<file path="src/rtl/bpfa_pkg.sv">
// bpfa_pkg: shared types and constants of the bitmap page frame allocator
// depends on nothing; imported by bpfa_word_unit and bitmap_page_frame_allocator
package bpfa_pkg;

  // sizing of the frame map
  localparam int unsigned WORD_BITS  = 32;
  localparam int unsigned BIT_W      = $clog2(WORD_BITS);
  localparam int unsigned MAP_FRAMES = 65536;
  localparam int unsigned MAP_WORDS  = MAP_FRAMES / WORD_BITS;
  localparam int unsigned WADDR_W    = $clog2(MAP_WORDS);
  localparam int unsigned FIDX_W     = $clog2(MAP_FRAMES);
  localparam int unsigned COUNT_W    = 17;
  localparam int unsigned PAGE_SHIFT = 12;
  localparam int unsigned BYTE_W     = 33;
  localparam int unsigned ADDR_W     = 32;
  // frame numbers before clamping, wide enough for a rounded-up 33-bit address
  localparam int unsigned RAW_W      = BYTE_W + 1 - PAGE_SHIFT;
  localparam int unsigned FRAME_LIM_4G = 1 << (ADDR_W - PAGE_SHIFT);

  // command codes
  typedef enum logic [1:0] {
    CMD_ALLOC   = 2'd0,
    CMD_FREE    = 2'd1,
    CMD_RESERVE = 2'd2,
    CMD_SET_ALL = 2'd3
  } cmd_e;

  // status codes
  localparam logic [1:0] STAT_OK     = 2'd0;
  localparam logic [1:0] STAT_NOMEM  = 2'd1;
  localparam logic [1:0] STAT_NOINIT = 2'd2;

  // input word
  typedef struct packed {
    logic [1:0]        command;
    logic [BYTE_W-1:0] range_start;
    logic [BYTE_W-1:0] range_end;
  } in_word_t;

  // result word
  typedef struct packed {
    logic [1:0]        status;
    logic [ADDR_W-1:0] frame_address;
  } out_word_t;

  // request to the word unit: one map word and the frame span that applies
  typedef struct packed {
    cmd_e                 op;
    logic [WADDR_W-1:0]   word_idx;
    logic [FIDX_W-1:0]    span_lo;
    logic [COUNT_W-1:0]   span_hi;
  } word_req_t;

  // answer from the word unit
  typedef struct packed {
    logic             found;
    logic [BIT_W-1:0] bit_idx;
  } word_rsp_t;

endpackage

</file>
<file path="src/rtl/bpfa_word_unit.sv">
// bpfa_word_unit: modifies one frame map word within a frame span
// depends on bpfa_pkg; used by bitmap_page_frame_allocator
module bpfa_word_unit (
  input  bpfa_pkg::word_req_t                 req_i,
  input  logic [bpfa_pkg::WORD_BITS-1:0]      data_i,
  output logic [bpfa_pkg::WORD_BITS-1:0]      data_o,
  output bpfa_pkg::word_rsp_t                 rsp_o
);
  import bpfa_pkg::*;

  logic [WORD_BITS-1:0] lo_mask;
  logic [WORD_BITS-1:0] hi_mask;
  logic [WORD_BITS-1:0] span_mask;
  logic [WORD_BITS-1:0] cand;
  logic [WORD_BITS-1:0] first_free;

  // bits of this word that lie inside the span
  always_comb begin
    if (req_i.word_idx == req_i.span_lo[FIDX_W-1:BIT_W]) begin
      lo_mask = {WORD_BITS{1'b1}} << req_i.span_lo[BIT_W-1:0];
    end else begin
      lo_mask = {WORD_BITS{1'b1}};
    end
    if ({1'b0, req_i.word_idx} == req_i.span_hi[COUNT_W-1:BIT_W]) begin
      hi_mask = (WORD_BITS'(1) << req_i.span_hi[BIT_W-1:0]) - WORD_BITS'(1);
    end else begin
      hi_mask = {WORD_BITS{1'b1}};
    end
    span_mask = lo_mask & hi_mask;
  end

  // lowest free frame inside the span
  assign cand       = ~data_i & span_mask;
  assign first_free = cand & (~cand + WORD_BITS'(1));

  always_comb begin
    rsp_o.found   = |cand;
    rsp_o.bit_idx = '0;
    for (int b = WORD_BITS - 1; b >= 0; b--) begin
      if (cand[b]) begin
        rsp_o.bit_idx = BIT_W'(b);
      end
    end
  end

  // new word value per command
  always_comb begin
    case (req_i.op)
      CMD_FREE:    data_o = data_i & ~span_mask;
      CMD_RESERVE: data_o = data_i | span_mask;
      CMD_ALLOC:   data_o = data_i | first_free;
      default:     data_o = {WORD_BITS{1'b1}};
    endcase
  end

endmodule

</file>
<file path="config.mk">
export PLATFORM = sky130hd
export DESIGN_NAME = bpfa_word_unit
export DESIGN_NICKNAME = d
export VERILOG_FILES = /design/src/rtl/bpfa_pkg.sv /design/src/rtl/bpfa_word_unit.sv
export SDC_FILE = /design/constraint.sdc
export NUM_CORES = 1
export LEC_CHECK = 0
export BUFFER_PORTS_ARGS = -buffer_cell sky130_fd_sc_hd__buf_4
export CORE_MARGIN = 2
export CORE_UTILIZATION = 48
export DETAILED_ROUTE_END_ITERATION = 7
export PLACE_DENSITY = 0.81
export SYNTH_ARGS = -nofsm -noshare
export SYNTH_HDL_FRONTEND = slang
export SYNTH_SLANG_ARGS = --single-unit
</file>
<file path="constraint.sdc">
create_clock -name vclk -period 4.6
set_input_delay 0.69 -clock vclk [all_inputs]
set_output_delay 0.69 -clock vclk [all_outputs]
set_load 0.05 [all_outputs]
</file>
==> qor_table.md <==
| Quantity | This run | Unit |
|:---|:---|:---|
| Total power divided by cell area | 94.80 | nW/um^2 |
| Die width | 84.89 | microns |
| Initial drt markers | 349 | - |
| Largest area contributor in the netlist | sky130_fd_sc_hd__nor2_1 | - |
| Number of clock-tree buffers in the layout | 0 | - |
| Placed cell area | 4504 | sq um |
| Multiplexer fraction of the synthesized cell area | 0.6375 | % |
| RSZ-0062 raised after global routing | true | - |
| Top cells by area in the synthesized netlist | sky130_fd_sc_hd__nor2_1, sky130_fd_sc_hd__nand2_1, sky130_fd_sc_hd__xor2_1, sky130_fd_sc_hd__a21oi_1, sky130_fd_sc_hd__o21ai_0 | - |
| Avg Vias per Cell | 6.646 | - |
| Syn_area_per_cell | 6.294 | sq um |
| Routed length per placed instance | 18.83 | microns |
| Antenna violations before repair | 0 | - |
| Gr ovfl total | 0 | - |
| Top-Level Pins | 116 | - |
| Count of mapped cells out of synthesis | 499 | - |
| Maximum Capacitance Violations | 0 | - |
| Nature of the critical path startpoint | input port | - |
| HPWL reported at the end of detailed placement | 10,620 | microns |
| Maximum number of pins on one net before global-route repair | 55 | - |
| Critical path class | input port to output port | - |
| Highest ir drop seen on vdd | 0.08314 | mV |
| Share of synthesized area occupied by flip-flops and latches | 0 | % |
| Core Footprint | 6350 | sq um |
| Final hold violations | 0 | - |
| Share of synthesized cell area in full adder, half adder and majority cells | 0.3984 | % |
| Most used standard cell by instance count after synthesis | sky130_fd_sc_hd__nor2_1 | - |
| Leakage | 0.001893 | uW |
| Antenna Nets Post-Route | 0 | - |
| Die height | 84.89 | microns |
| Global Route Usage Sum | 36.05 | % |
| Die area | 7205 | sq um |
| Mapped Area | 3141 | sq um |
| Count of sequential standard cells | 0 | - |
| Commonest cells in the synthesized netlist | sky130_fd_sc_hd__nor2_1, sky130_fd_sc_hd__nand2_1, sky130_fd_sc_hd__a21oi_1 | - |
| Tightest Pin Transition | 0.5557 | ns |
| Port bufs | 116 | - |
| WP data required | 3.91 | ns |
| Data arrival time of the critical path | 3.82 | ns |
| Area growth syn-to-layout | 49.52 | % |
| Max Fanout on Critical Path | 7 | - |
| Synthesized netlist net count | 578 | - |
| Compound-cell area share of the yosys netlist | 45.82 | % |
| Relative slew margins | 62.67 | % |
| Filler cell count in the final layout | 550 | - |
| Post-synth top area share | 8.008 | % |
| Sum of routed wire length over all layers | 13,370 | microns |
| Minimum clock period | 4.514 | ns |
| Hold Crit Depth | 4 | - |
| Endpoint type of the worst setup path | output port | - |
| Post-route fraction of the period consumed by the critical path | 98.14 | % |
| Register area | 0 | sq um |
| Fraction of final layout cells sized beyond drive strength 1 | 37.76 | % |
| Number of antenna cells inserted | 0 | - |
| Total number of nets in the final design | 714 | - |
| First-pass GRT wire length | 21,640 | microns |
| Post-synthesis simple-gate area fraction | 39.96 | % |
| Final weighted congestion in routability-driven placement | 1.036 | - |
| Via count of the routed design | 4,719 | - |
| Outcome | finished, final reports clean | - |
| Max-slew violations | 0 | - |
| Count of endpoints failing setup in the final report | 0 | - |
| Number of detailed-route iterations in the first pass | 5 | - |
| Total Power Consumption | 445.2 | uW |
| Initial standard-cell utilization of the core | 49.46 | % |
| Site Rows | 29 | - |
| Maximum achievable frequency | 221.5 | MHz |
| Class of the tightest hold or removal check | input port to output port | - |
| Library cells used by synthesis | 68 | - |
| Syn. warnings | 0 | - |
| Residual DRC count | 0 | - |
| XOR/XNOR share of the synthesized area | 6.414 | % |
| Dominant combinational cell family by area after synthesis | compound AO/OA/AOI/OAI gates | - |
| Hold-fix buffers at CTS | 0 | - |
| Design Area, Final | 4696 | sq um |
| Total area of multi-input combinational cells | 3269 | sq um |
| Via count of the first global-routing pass | 4,459 | - |
## path summary, 6_finish.rpt
| kind | from | slack [ns] | endpoint |
|---|---|---|---|
| max | req_i[1] | 0.09 | data_o[26] |
| min | data_i[31] | 1.78 | data_o[31] |
## where the power goes
part           internal, uW  switching [uW]  total (uW)
Sequential                0               0           0
Combinational           171             274         445
Clock                     0               0           0
Total                   171             274         445
## routing by layer
metal | wire length, microns | GRT usage [%]
met1 | 5352 | 47.39
met2 | 6409 | 62.28
met3 | 1178 | 2.821
met4 | 428 | 11.98
met5 | 0 | 0
## layout by cell type (no fill, tap or decap), types with 14 or more instances in the layout
master,n
sky130_fd_sc_hd__nor3_1,21
sky130_fd_sc_hd__inv_1,14
sky130_fd_sc_hd__o21ai_0,26
sky130_fd_sc_hd__nor2_1,64
sky130_fd_sc_hd__buf_4,163
sky130_fd_sc_hd__nand2_1,53
sky130_fd_sc_hd__xor2_1,22
sky130_fd_sc_hd__a21oi_1,36
## timing repair
item                                    4_1_cts  5_1_grt
gates resized for setup                       0       29
endpoints found under the setup margin        0       15
setup buffers                                 0        3
## through the flow
stage                     TNS (ns)  utilization, %  hold slack (ns)  cells  setup WS [ns]
after detailed placement         0           70.94            1.787    707        0.02770
after CTS                        0           70.94            1.791    707        0.02845
after floorplan            -0.3438               -            1.604    499        -0.1263
after global placement           0           70.94            1.787    707         0.1009
after global routing      -0.03611           73.95            1.802    710       -0.01740
final                            0           73.95            1.785    710        0.08577
## kinds of logic after synthesis
family	count (synthesis)
buffers and inverters	49
AOI/OAI and AO/OA	194
xor gates and xnor gates	23
adders and majority gates	1
muxes	2
and+or+nand+nor	230
## cell type report
class | instances | area share [%]
repair buffers | 168 | 27.12
multi-input cells | 450 | 69.62
well taps | 77 | 2.052
inverters | 15 | 1.199
## critical path, cell delays in order
cell,delay [ns]
sky130_fd_sc_hd__buf_4,0.11
sky130_fd_sc_hd__or3_4,0.38
sky130_fd_sc_hd__or2_4,0.24
sky130_fd_sc_hd__ha_4,0.18
sky130_fd_sc_hd__buf_4,0.16
sky130_fd_sc_hd__a22oi_2,0.17
sky130_fd_sc_hd__o21ai_2,0.09
sky130_fd_sc_hd__o221ai_2,0.26
sky130_fd_sc_hd__o2111ai_4,0.17
sky130_fd_sc_hd__nor4_4,0.32
sky130_fd_sc_hd__nand2_1,0.13
sky130_fd_sc_hd__or3_4,0.45
sky130_fd_sc_hd__a211oi_4,0.24
sky130_fd_sc_hd__buf_4,0.22
(Power assumes the default switching activity.)
